--- config.mk ---
export PLATFORM = sky130hd
export DESIGN_NAME = pulse_peak_pedestal_extractor
export DESIGN_NICKNAME = d
export VERILOG_FILES = /design/src/hw/rtl/ppe_pkg.sv /design/src/hw/rtl/ppe_queue.sv /design/src/hw/rtl/ppe_front.sv /design/src/hw/rtl/ppe_back.sv /design/src/hw/rtl/pulse_peak_pedestal_extractor.sv
export SDC_FILE = /design/constraint.sdc
export NUM_CORES = 2
export LEC_CHECK = 0
export ABC_AREA = 0
export BUFFER_PORTS_ARGS = -buffer_cell sky130_fd_sc_hd__buf_2
export CAP_MARGIN = 20
export CORE_MARGIN = 4
export CORE_UTILIZATION = 55
export CTS_CLUSTER_DIAMETER = 60
export DETAILED_ROUTE_END_ITERATION = 8
export GPL_TIMING_DRIVEN = 1
export PLACE_DENSITY = 0.79
export SYNTH_ARGS = -nofsm -noshare
export SYNTH_HDL_FRONTEND = slang
export SYNTH_HIERARCHICAL = 1
export SYNTH_SLANG_ARGS = --single-unit
export TNS_END_PERCENT = 50
--- constraint.sdc ---
create_clock -name clock -period 10.2 [get_ports clock]
set_input_delay 2.04 -clock clock [delete_from_list [all_inputs] [get_ports clock]]
set_output_delay 2.04 -clock clock [all_outputs]
set_load 0.05 [all_outputs]
--- src/hw/rtl/ppe_pkg.sv ---
`timescale 1ns / 1ps

package ppe_pkg;

   localparam int MAX_SAMPLES_DEFAULT = 64;
   localparam int SAMPLE_BITS_DEFAULT = 10;
   localparam int QUEUE_DEPTH         = 4;

   localparam int SAMPLE_FIELD_BITS = 10;
   localparam int WINDOW_MAX        = 16;
   localparam int BSUM_MAX          = 16383;
   localparam int BSQ_MAX           = 16777215;
   localparam int VAL_MAX           = 16383;
   localparam int VAL_MIN           = -16384;
   localparam logic [15:0] CNT_MAX  = 16'hFFFF;
   localparam logic [29:0] TOT_MAX  = 30'h3FFF_FFFF;
   localparam logic [44:0] SQT_MAX  = 45'h1FFF_FFFF_FFFF;

   localparam logic [5:0] PEDESTAL_FIRST_RESET   = 6'd0;
   localparam logic [4:0] PEDESTAL_COUNT_RESET   = 5'd5;
   localparam logic [5:0] EXPECTED_INDEX_RESET   = 6'd5;
   localparam logic [2:0] WINDOW_HALF_RESET      = 3'd2;
   localparam logic [9:0] SATURATION_LIMIT_RESET = 10'd1020;

   localparam logic OP_SAMPLE = 1'b0;
   localparam logic OP_CLEAR  = 1'b1;

   typedef enum logic [2:0] {
      REG_PEDESTAL_FIRST   = 3'd0,
      REG_PEDESTAL_COUNT   = 3'd1,
      REG_EXPECTED_INDEX   = 3'd2,
      REG_WINDOW_HALF      = 3'd3,
      REG_SATURATION_LIMIT = 3'd4
   } reg_index_type;

   typedef enum logic [1:0] {
      STATUS_ACCEPTED       = 2'd0,
      STATUS_SATURATED      = 2'd1,
      STATUS_BELOW_PEDESTAL = 2'd2,
      STATUS_REJECTED       = 2'd3
   } status_type;

   typedef struct packed {
      logic [5:0] pedestal_first;
      logic [4:0] pedestal_count;
      logic [5:0] expected_index;
      logic [2:0] window_half;
      logic [9:0] saturation_limit;
   } cfg_type;

   // One queued command: a finished event summary or a statistics clear.
   typedef struct packed {
      logic        clear;
      logic [5:0]  best_position;
      logic [9:0]  best_amplitude;
      logic [13:0] baseline_sum;
      logic [23:0] baseline_squares;
      logic [9:0]  expected_sample;
      logic [4:0]  window_samples;
      logic        expected_missing;
   } entry_type;

   localparam int RSP_DATA_BITS = 168;

endpackage

--- src/hw/rtl/ppe_queue.sv ---
`timescale 1ns / 1ps

module ppe_queue #(
   parameter int DEPTH = ppe_pkg::QUEUE_DEPTH
) (
   input  logic                clock,
   input  logic                reset,
   input  logic                push,
   input  ppe_pkg::entry_type  push_entry,
   output logic                full,
   input  logic                pop,
   output logic                valid,
   output ppe_pkg::entry_type  pop_entry
);

   localparam int PW = (DEPTH > 1) ? $clog2(DEPTH) : 1;
   localparam int CW = $clog2(DEPTH + 1);

   ppe_pkg::entry_type slot_ff [DEPTH];
   logic [PW-1:0] wr_ptr_ff, wr_ptr_in;
   logic [PW-1:0] rd_ptr_ff, rd_ptr_in;
   logic [CW-1:0] count_ff, count_in;
   logic          do_push, do_pop;

   assign full      = (count_ff == CW'(DEPTH));
   assign valid     = (count_ff != '0);
   assign pop_entry = slot_ff[rd_ptr_ff];
   assign do_push   = push && !full;
   assign do_pop    = pop && valid;

   always_comb begin
      wr_ptr_in = wr_ptr_ff;
      rd_ptr_in = rd_ptr_ff;
      count_in  = count_ff;
      if (do_push) begin
         wr_ptr_in = (wr_ptr_ff == PW'(DEPTH - 1)) ? '0 : wr_ptr_ff + 1'b1;
      end
      if (do_pop) begin
         rd_ptr_in = (rd_ptr_ff == PW'(DEPTH - 1)) ? '0 : rd_ptr_ff + 1'b1;
      end
      if (do_push && !do_pop) begin
         count_in = count_ff + 1'b1;
      end else if (do_pop && !do_push) begin
         count_in = count_ff - 1'b1;
      end
   end

   always_ff @(posedge clock) begin
      if (reset) begin
         wr_ptr_ff <= '0;
         rd_ptr_ff <= '0;
         count_ff  <= '0;
      end else begin
         wr_ptr_ff <= wr_ptr_in;
         rd_ptr_ff <= rd_ptr_in;
         count_ff  <= count_in;
      end
   end

   always_ff @(posedge clock) begin
      if (do_push) begin
         slot_ff[wr_ptr_ff] <= push_entry;
      end
   end

endmodule

--- src/hw/rtl/ppe_front.sv ---
`timescale 1ns / 1ps

module ppe_front #(
   parameter int MAX_SAMPLES = ppe_pkg::MAX_SAMPLES_DEFAULT,
   parameter int SAMPLE_BITS = ppe_pkg::SAMPLE_BITS_DEFAULT
) (
   input  logic               clock,
   input  logic               reset,
   input  ppe_pkg::cfg_type   cfg,
   input  logic               req_tvalid,
   output logic               req_tready,
   input  logic [15:0]        req_tdata,
   input  logic               req_tlast,
   input  logic               req_tuser,
   input  logic               q_full,
   output logic               q_push,
   output ppe_pkg::entry_type q_entry
);

   localparam int SW = (SAMPLE_BITS < ppe_pkg::SAMPLE_FIELD_BITS) ?
                       SAMPLE_BITS : ppe_pkg::SAMPLE_FIELD_BITS;
   localparam logic [9:0] SAMPLE_MASK = 10'((1 << SW) - 1);

   logic [5:0]  position_ff, position_in;
   logic        past_end_ff, past_end_in;
   logic [5:0]  best_pos_ff, best_pos_in;
   logic [9:0]  best_amp_ff, best_amp_in;
   logic [13:0] bsum_ff, bsum_in;
   logic [23:0] bsq_ff, bsq_in;
   logic [9:0]  captured_ff, captured_in;

   logic        accept, is_clear;
   logic [9:0]  s;
   logic [4:0]  win_len;
   logic [6:0]  wend, n_arrived, hi;
   logic        in_window;
   logic [14:0] bsum_wide;
   logic [19:0] s_square;
   logic [24:0] bsq_wide;
   logic [5:0]  upd_pos;
   logic [9:0]  upd_amp, upd_cap;
   logic [13:0] upd_bsum;
   logic [23:0] upd_bsq;
   logic [4:0]  n_win;

   assign req_tready = !q_full;
   assign accept     = req_tvalid && !q_full;
   assign is_clear   = (req_tuser == ppe_pkg::OP_CLEAR);
   assign s          = req_tdata[9:0] & SAMPLE_MASK;

   assign win_len   = (cfg.pedestal_count > 5'(ppe_pkg::WINDOW_MAX)) ?
                      5'(ppe_pkg::WINDOW_MAX) : cfg.pedestal_count;
   assign wend      = {1'b0, cfg.pedestal_first} + {2'b0, win_len};
   assign in_window = ({1'b0, position_ff} >= {1'b0, cfg.pedestal_first}) &&
                      ({1'b0, position_ff} < wend);
   assign bsum_wide = {1'b0, bsum_ff} + {5'b0, s};
   assign s_square  = s * s;
   assign bsq_wide  = {1'b0, bsq_ff} + {5'b0, s_square};

   // Window samples that actually arrived by the end of this event.
   assign n_arrived = past_end_ff ? 7'(MAX_SAMPLES) : {1'b0, position_ff} + 7'd1;
   assign hi        = (wend < n_arrived) ? wend : n_arrived;
   assign n_win     = (hi > {1'b0, cfg.pedestal_first}) ?
                      5'(hi - {1'b0, cfg.pedestal_first}) : 5'd0;

   always_comb begin
      upd_pos  = best_pos_ff;
      upd_amp  = best_amp_ff;
      upd_bsum = bsum_ff;
      upd_bsq  = bsq_ff;
      upd_cap  = captured_ff;
      if (!past_end_ff) begin
         if (position_ff == '0 || s > best_amp_ff) begin
            upd_amp = s;
            upd_pos = position_ff;
         end
         if (in_window) begin
            upd_bsum = (bsum_wide > 15'(ppe_pkg::BSUM_MAX)) ?
                       14'(ppe_pkg::BSUM_MAX) : bsum_wide[13:0];
            upd_bsq  = (bsq_wide > 25'(ppe_pkg::BSQ_MAX)) ?
                       24'(ppe_pkg::BSQ_MAX) : bsq_wide[23:0];
         end
         if (position_ff == cfg.expected_index) begin
            upd_cap = s;
         end
      end
   end

   always_comb begin
      position_in = position_ff;
      past_end_in = past_end_ff;
      best_pos_in = best_pos_ff;
      best_amp_in = best_amp_ff;
      bsum_in     = bsum_ff;
      bsq_in      = bsq_ff;
      captured_in = captured_ff;
      q_push      = 1'b0;

      q_entry                  = '0;
      q_entry.best_position    = upd_pos;
      q_entry.best_amplitude   = upd_amp;
      q_entry.baseline_sum     = upd_bsum;
      q_entry.baseline_squares = upd_bsq;
      q_entry.expected_sample  = upd_cap;
      q_entry.window_samples   = n_win;
      q_entry.expected_missing = ({1'b0, cfg.expected_index} >= n_arrived);

      if (accept && is_clear) begin
         q_push        = 1'b1;
         q_entry.clear = 1'b1;
      end else if (accept) begin
         if (req_tlast) begin
            // Hand the summary over and start a fresh event.
            q_push      = 1'b1;
            position_in = '0;
            past_end_in = 1'b0;
            best_pos_in = '0;
            best_amp_in = '0;
            bsum_in     = '0;
            bsq_in      = '0;
            captured_in = '0;
         end else begin
            best_pos_in = upd_pos;
            best_amp_in = upd_amp;
            bsum_in     = upd_bsum;
            bsq_in      = upd_bsq;
            captured_in = upd_cap;
            if (!past_end_ff) begin
               if (position_ff >= 6'(MAX_SAMPLES - 1)) begin
                  past_end_in = 1'b1;
               end else begin
                  position_in = position_ff + 6'd1;
               end
            end
         end
      end
   end

   always_ff @(posedge clock) begin
      if (reset) begin
         position_ff <= '0;
         past_end_ff <= 1'b0;
         best_pos_ff <= '0;
         best_amp_ff <= '0;
         bsum_ff     <= '0;
         bsq_ff      <= '0;
         captured_ff <= '0;
      end else begin
         position_ff <= position_in;
         past_end_ff <= past_end_in;
         best_pos_ff <= best_pos_in;
         best_amp_ff <= best_amp_in;
         bsum_ff     <= bsum_in;
         bsq_ff      <= bsq_in;
         captured_ff <= captured_in;
      end
   end

endmodule

--- src/hw/rtl/ppe_back.sv ---
`timescale 1ns / 1ps

module ppe_back (
   input  logic                                  clock,
   input  logic                                  reset,
   input  ppe_pkg::cfg_type                      cfg,
   input  logic                                  q_valid,
   input  ppe_pkg::entry_type                    q_entry,
   output logic                                  q_pop,
   output logic                                  rsp_tvalid,
   input  logic                                  rsp_tready,
   output logic [ppe_pkg::RSP_DATA_BITS-1:0]     rsp_tdata
);

   typedef enum logic [1:0] {
      S_IDLE,
      S_EVAL,
      S_SQUARE,
      S_DELIVER
   } state_type;

   state_type                           state_ff;
   ppe_pkg::entry_type                  entry_ff;
   logic signed [14:0]                  val_ff;
   ppe_pkg::status_type                 status_ff;
   logic [27:0]                         sq_ff;
   logic [15:0]                         count_ff;
   logic [29:0]                         total_ff;
   logic [44:0]                         square_total_ff;
   logic                                rsp_tvalid_ff;
   logic [ppe_pkg::RSP_DATA_BITS-1:0]   rsp_tdata_ff;

   logic [14:0]         product;
   logic signed [15:0]  diff;
   logic signed [14:0]  val_in;
   logic [5:0]          peak_offset;
   ppe_pkg::status_type status_in;
   logic [15:0]         count_in;
   logic [30:0]         total_wide;
   logic [29:0]         total_in;
   logic [45:0]         square_wide;
   logic [44:0]         square_total_in;
   logic                out_free;
   logic                deliver;

   assign q_pop      = (state_ff == S_IDLE) && q_valid;
   assign rsp_tvalid = rsp_tvalid_ff;
   assign rsp_tdata  = rsp_tdata_ff;
   assign out_free   = !rsp_tvalid_ff || rsp_tready;
   assign deliver    = (state_ff == S_DELIVER) && out_free;

   assign product = {10'b0, entry_ff.window_samples} * {5'b0, entry_ff.expected_sample};
   assign diff    = $signed({1'b0, product}) - $signed({2'b0, entry_ff.baseline_sum});
   assign peak_offset = (entry_ff.best_position > cfg.expected_index) ?
                        entry_ff.best_position - cfg.expected_index :
                        cfg.expected_index - entry_ff.best_position;

   always_comb begin
      if (diff > 16'(ppe_pkg::VAL_MAX)) begin
         val_in = 15'(ppe_pkg::VAL_MAX);
      end else if (diff < 16'(ppe_pkg::VAL_MIN)) begin
         val_in = 15'(ppe_pkg::VAL_MIN);
      end else begin
         val_in = diff[14:0];
      end
   end

   always_comb begin
      if (entry_ff.best_amplitude > cfg.saturation_limit) begin
         status_in = ppe_pkg::STATUS_SATURATED;
      end else if (val_in < 0) begin
         status_in = ppe_pkg::STATUS_BELOW_PEDESTAL;
      end else if (peak_offset > {3'b0, cfg.window_half} ||
                   entry_ff.expected_sample >= cfg.saturation_limit ||
                   entry_ff.expected_missing) begin
         status_in = ppe_pkg::STATUS_REJECTED;
      end else begin
         status_in = ppe_pkg::STATUS_ACCEPTED;
      end
   end

   // Saturating statistics update, applied only to accepted events.
   assign total_wide  = {1'b0, total_ff} + {17'b0, val_ff[13:0]};
   assign square_wide = {1'b0, square_total_ff} + {18'b0, sq_ff};

   always_comb begin
      count_in        = count_ff;
      total_in        = total_ff;
      square_total_in = square_total_ff;
      if (status_ff == ppe_pkg::STATUS_ACCEPTED) begin
         if (count_ff != ppe_pkg::CNT_MAX) begin
            count_in = count_ff + 16'd1;
         end
         total_in        = (total_wide > {1'b0, ppe_pkg::TOT_MAX}) ?
                           ppe_pkg::TOT_MAX : total_wide[29:0];
         square_total_in = (square_wide > {1'b0, ppe_pkg::SQT_MAX}) ?
                           ppe_pkg::SQT_MAX : square_wide[44:0];
      end
   end

   always_ff @(posedge clock) begin
      if (reset) begin
         state_ff        <= S_IDLE;
         rsp_tvalid_ff   <= 1'b0;
         count_ff        <= '0;
         total_ff        <= '0;
         square_total_ff <= '0;
      end else begin
         if (rsp_tvalid_ff && rsp_tready && !deliver) begin
            rsp_tvalid_ff <= 1'b0;
         end
         unique case (state_ff)
            S_IDLE: begin
               if (q_valid) begin
                  if (q_entry.clear) begin
                     count_ff        <= '0;
                     total_ff        <= '0;
                     square_total_ff <= '0;
                  end else begin
                     entry_ff <= q_entry;
                     state_ff <= S_EVAL;
                  end
               end
            end
            S_EVAL: begin
               val_ff    <= val_in;
               status_ff <= status_in;
               state_ff  <= S_SQUARE;
            end
            S_SQUARE: begin
               sq_ff    <= val_ff[13:0] * val_ff[13:0];
               state_ff <= S_DELIVER;
            end
            S_DELIVER: begin
               // Hold until the output register can take the result.
               if (out_free) begin
                  count_ff        <= count_in;
                  total_ff        <= total_in;
                  square_total_ff <= square_total_in;
                  rsp_tvalid_ff   <= 1'b1;
                  rsp_tdata_ff    <= {6'b0, square_total_in, total_in, count_in,
                                      status_ff, val_ff,
                                      entry_ff.baseline_squares,
                                      entry_ff.baseline_sum,
                                      entry_ff.best_amplitude,
                                      entry_ff.best_position};
                  state_ff        <= S_IDLE;
               end
            end
            default: state_ff <= S_IDLE;
         endcase
      end
   end

endmodule

--- src/hw/rtl/pulse_peak_pedestal_extractor.sv ---
`timescale 1ns / 1ps
// Pulse peak finder with pedestal subtraction.
// req_ channel: one ADC sample per transaction in req_tdata[9:0]; req_tuser is
// the op (0 sample, 1 clear statistics); req_tlast marks the last sample of the
// event. Samples are taken one per cycle while the four-entry command queue
// has room. A clear returns nothing and leaves the event in progress alone.
// rsp_ channel: one result per event, issued after its last sample has passed
// through the queue. The back end takes one event at a time (queue pop, signal and
// status, square, statistics and output register) and a clear only as a queue
// pop, so events with fewer samples than the back end has steps drain from the
// queue at the back end's pace and stall req_tready once it fills.
// csr_ channel: always ready; csr_index selects the register, csr_data holds
// the value. Write only while the block is idle.
// Reset (synchronous, active high) restores register defaults, empties the
// queue and zeroes the event state and statistics. While rsp_tready is low
// the result holds in the output register; one more event finishes into the
// back end and then the queue fills and req_tready drops.
module pulse_peak_pedestal_extractor #(
   parameter int MAX_SAMPLES = ppe_pkg::MAX_SAMPLES_DEFAULT,
   parameter int SAMPLE_BITS = ppe_pkg::SAMPLE_BITS_DEFAULT
) (
   input  logic                              clock,
   input  logic                              reset,
   // req_tdata: sample[9:0], zero [15:10]
   input  logic                              req_tvalid,
   output logic                              req_tready,
   input  logic [15:0]                       req_tdata,
   input  logic                              req_tlast,
   // req_tuser: op[0]
   input  logic                              req_tuser,
   output logic                              rsp_tvalid,
   input  logic                              rsp_tready,
   // rsp_tdata: peak_position[5:0], peak_amplitude[15:6], baseline_sum[29:16],
   // baseline_square_sum[53:30], scaled_signal[68:54], event_status[70:69],
   // accepted_events[86:71], accepted_sum[116:87],
   // accepted_square_sum[161:117], zero [167:162]
   output logic [ppe_pkg::RSP_DATA_BITS-1:0] rsp_tdata,
   input  logic                              csr_valid,
   output logic                              csr_ready,
   input  logic [2:0]                        csr_index,
   input  logic [9:0]                        csr_data
);

   ppe_pkg::cfg_type   cfg_ff;
   logic               q_full, q_push, q_pop, q_valid;
   ppe_pkg::entry_type push_entry, pop_entry;

   assign csr_ready = 1'b1;

   always_ff @(posedge clock) begin
      if (reset) begin
         cfg_ff.pedestal_first   <= ppe_pkg::PEDESTAL_FIRST_RESET;
         cfg_ff.pedestal_count   <= ppe_pkg::PEDESTAL_COUNT_RESET;
         cfg_ff.expected_index   <= ppe_pkg::EXPECTED_INDEX_RESET;
         cfg_ff.window_half      <= ppe_pkg::WINDOW_HALF_RESET;
         cfg_ff.saturation_limit <= ppe_pkg::SATURATION_LIMIT_RESET;
      end else if (csr_valid) begin
         unique case (csr_index)
            ppe_pkg::REG_PEDESTAL_FIRST:   cfg_ff.pedestal_first   <= csr_data[5:0];
            ppe_pkg::REG_PEDESTAL_COUNT:   cfg_ff.pedestal_count   <= csr_data[4:0];
            ppe_pkg::REG_EXPECTED_INDEX:   cfg_ff.expected_index   <= csr_data[5:0];
            ppe_pkg::REG_WINDOW_HALF:      cfg_ff.window_half      <= csr_data[2:0];
            ppe_pkg::REG_SATURATION_LIMIT: cfg_ff.saturation_limit <= csr_data;
            default: ;
         endcase
      end
   end

   ppe_front #(
      .MAX_SAMPLES (MAX_SAMPLES),
      .SAMPLE_BITS (SAMPLE_BITS)
   ) u_front (
      .clock      (clock),
      .reset      (reset),
      .cfg        (cfg_ff),
      .req_tvalid (req_tvalid),
      .req_tready (req_tready),
      .req_tdata  (req_tdata),
      .req_tlast  (req_tlast),
      .req_tuser  (req_tuser),
      .q_full     (q_full),
      .q_push     (q_push),
      .q_entry    (push_entry)
   );

   ppe_queue #(
      .DEPTH (ppe_pkg::QUEUE_DEPTH)
   ) u_queue (
      .clock      (clock),
      .reset      (reset),
      .push       (q_push),
      .push_entry (push_entry),
      .full       (q_full),
      .pop        (q_pop),
      .valid      (q_valid),
      .pop_entry  (pop_entry)
   );

   ppe_back u_back (
      .clock      (clock),
      .reset      (reset),
      .cfg        (cfg_ff),
      .q_valid    (q_valid),
      .q_entry    (pop_entry),
      .q_pop      (q_pop),
      .rsp_tvalid (rsp_tvalid),
      .rsp_tready (rsp_tready),
      .rsp_tdata  (rsp_tdata)
   );

endmodule

==> results.cfg <==
[timing]
tightest_slew_ns = 1.08
tns_ns = 0
rsz0062_at_grt = false
whs_ns = 0.419
timing.fmax_ghz = 0.132
max-slew-margin-rel_pct = 28.0
finalCriticalPeriod_ns = 7.57
setup_viol = 0
finClkSkew_ns = 0.0234
post-route-period-util_pct = 74.2
finalMaxSlewViolations = 0
finalHoldViolations = 0

[synth]
avgSynthCellArea_um2 = 11.5
synth_cell_types = 107
synth_edf_count = 560
ys_warn_count = 6
synth_top_area_share_pct = 37.3
ys_seq_area_share_pct = 46.4
netlist_top_cells_area = edfxtp_1, fa_1, dfxtp_1
synth_cells = 3903
synth_ff_type = edfxtp_1
synth.most_common_cell = edfxtp_1
yosysTopAreaCell = edfxtp_1
syn-cell-area_um2 = 45100
ys_seq_elements = 764
yosys-top-cells-count = edfxtp_1, inv_1, ha_1
async_reset_ff_share_pct = 0

[clock_network]
cts_resized = 0
post_cts_buffers = 0
numCtsBuffers = 82
cts_root_buf = clkbuf_16
clkTransAtPathRegs_ns = 0.06
clk_path_buf_depth = 3
holdBufCountCts = 0
clkLatencyLatePin_ns = 0.65
cts_tree = done
h-tree-depth = 3
cts_sinks = 764

[global_route]
grt_pass1_vias = 30300
antenna_found_initial = 4
track_usage_pct = 23.5
grt_overflow = 0
grt_max_degree = 80
grt_pass1_wl_um = 162000

[worst_setup_path]
crit_type = in2reg
critical_path.max_fanout = 15
cp_cell_sequence = buf_2, and2_1, inv_1, fa_1, fa_1, inv_1, fa_1, fa_1, inv_1, fa_1, inv_1, ha_1, o21ai_1, o21ba_2, a211o_1, a311oi_2, o21ai_1, nand3_1, a2bb2oi_1
crit_required_ns = 10.57
cp.arrival_ns = 7.95
ff2ff_setup_slack_ns = 2.93
r2r-end = u_back/sq_ff[26]
r2r_cells = 20
slowest_stage = fa_1
rr_startpoint = u_back/val_ff[2]
setup.worst_path.start_class = primary input
critPathMostFrequentCell = fa_1
critPathCaptureType = register
critPathMaxStageDelay_ns = 0.55

[cells_and_area]
nets = 4646
fill_cells = 6093
syn2layout_area_growth_pct = 10.7
drive_above_1_share_pct = 13.0
fin_util_pct = 61.7
final_cells = 5199

[job]
maxCapViolCount = 0

[place]
place.gp.congestion = 0.922
dp_hpwl_um = 70500
dp_cells = 5043
port_buffers = 193

[status]
status = finished clean

[floorplanning]
ioPinCount = 207
dieArea_um2 = 86600
die_w_um = 294
rows = 104
core-area_um2 = 80800
start_util_pct = 55.8
die_h_um = 294

[routing]
dr.pass1.iters = 5
route.vias.total = 30000
drtAntennaViolNets = 0
routed_wl_um = 102000
drt-initial-drc-count = 2266
vias_per_cell = 5.77
drc = 0
drt-wirelength-per-cell_um = 19.5

[hold_path]
hold_path_end = u_back/rsp_tdata[68]
hold_path.class = reg2reg
worstHoldStart = u_back/val_ff[14]
holdPathStages = 0
-- metal layers --
metal,up-vias,share of wire (%),track usage (%),routed length [µm]
li1,14000,-,-,-
met1,14800,41,30.1,41400
met2,933,50,41.2,51000
met3,208,5.7,3.21,5830
met4,0,3.3,8.31,3370
met5,-,0,0,0
-- how the worst max path moves through the flow --
stage / start / endpoint
5_1_grt: req_tdata[9] / u_front/bsq_ff[6]
3_3_place_gp: req_tdata[9] / u_queue/slot_ff[2][22]
3_5_place_dp: req_tdata[9] / u_queue/slot_ff[2][22]
2_1_floorplan: reset / u_back/rsp_tdata[0]
6_report: req_tdata[9] / u_queue/slot_ff[2][22]
4_1_cts: req_tdata[9] / u_queue/slot_ff[2][22]
-- worst max-delay path: cells and delay by family --
kind,cells,cell delay (ns)
AND/OR/NAND/NOR,2,0.72
AO/OA/AOI/OAI,6,1.65
buffers and inverters,5,0.58
adder cells (fa/ha/maj),6,2.94
-- cells by family (layout without fill, tap and decap cells) --
kind of cell / Yosys count / after routing / share of synthesized area [%]
buf+inv: 626 / 856 / 5.56
other cells: 2 / 8 / 0.0167
fa+ha+maj: 542 / 542 / 18.9
compound gates: 726 / 726 / 10.7
mux: 138 / 138 / 5.12
simple gates: 956 / 956 / 10.4
xor+xnor: 149 / 149 / 2.90
flops: 764 / 764 / 46.4
-- metrics by stage --
| step | setup slack, ns | cell area (µm²) |
|---|---|---|
| 2_1_floorplan | 0.381 | 45100 |
| 5_1_grt | 2.27 | 49900 |
| 4_1_cts | 2.70 | 49800 |
| 3_3_place_gp | 2.18 | 46900 |
| 6_report | 2.63 | 49900 |
| 3_5_place_dp | 2.01 | 46900 |
-- state kept, by name, indices dropped and copies added (netlist names), 10 cells and up, named ones only --
name and count:
u_front/captured_ff 10, u_queue/slot_ff 284, u_front/bsq_ff 24, u_back/entry_ff 70, u_back/total_ff 30, u_front/bsum_ff 14, u_back/count_ff 16, u_back/square_total_ff 45
u_front/best_amp_ff 10, u_back/rsp_tdata 162, cfg_ff 30, u_back/sq_ff 27, u_back/val_ff 15
-- cells in the final DEF (no fill, tap or decap), types with 10 or more instances in the layout --
cell type and n:
and3_1 24, a211oi_1 14, o21ai_1 14, and2_1 117
nand2b_1 52, nor2_1 248, dfxtp_1 202, buf_4 29
a31oi_1 47, xor2_1 58, clkbuf_16 83, nand2_1 279
nor3_1 53, a22o_1 57, clkbuf_1 11, o21ai_0 159
o21bai_1 13, a32o_1 16, fa_1 230, edfxtp_1 560
a21o_1 56, o21a_1 23, a22oi_1 19, ha_1 312
nand3_1 44, a21oi_1 187, buf_2 192, nor2b_1 30
mux2_2 27, inv_1 480, or2_2 21, xnor2_1 91
mux4_2 71, clkinv_1 12, mux2i_1 39, a311oi_1 10
nand4_1 26
-- cell type report --
cell class              count  area, µm²  share of cell area (%)
inverters                 481       1810                    3.63
flip-flops and latches    764      20900                    41.9
clock buffers             102       2230                    4.47
multi-input cells        2518      21700                    43.6
repair buffers            221       1180                    2.36
diodes                      1       2.50                 0.00502
well taps                1060       1330                    2.66
clock inverters            52        667                    1.34
Power is not shown: default switching activity piles up to over one toggle a cycle in this logic, so the estimate is an artifact.
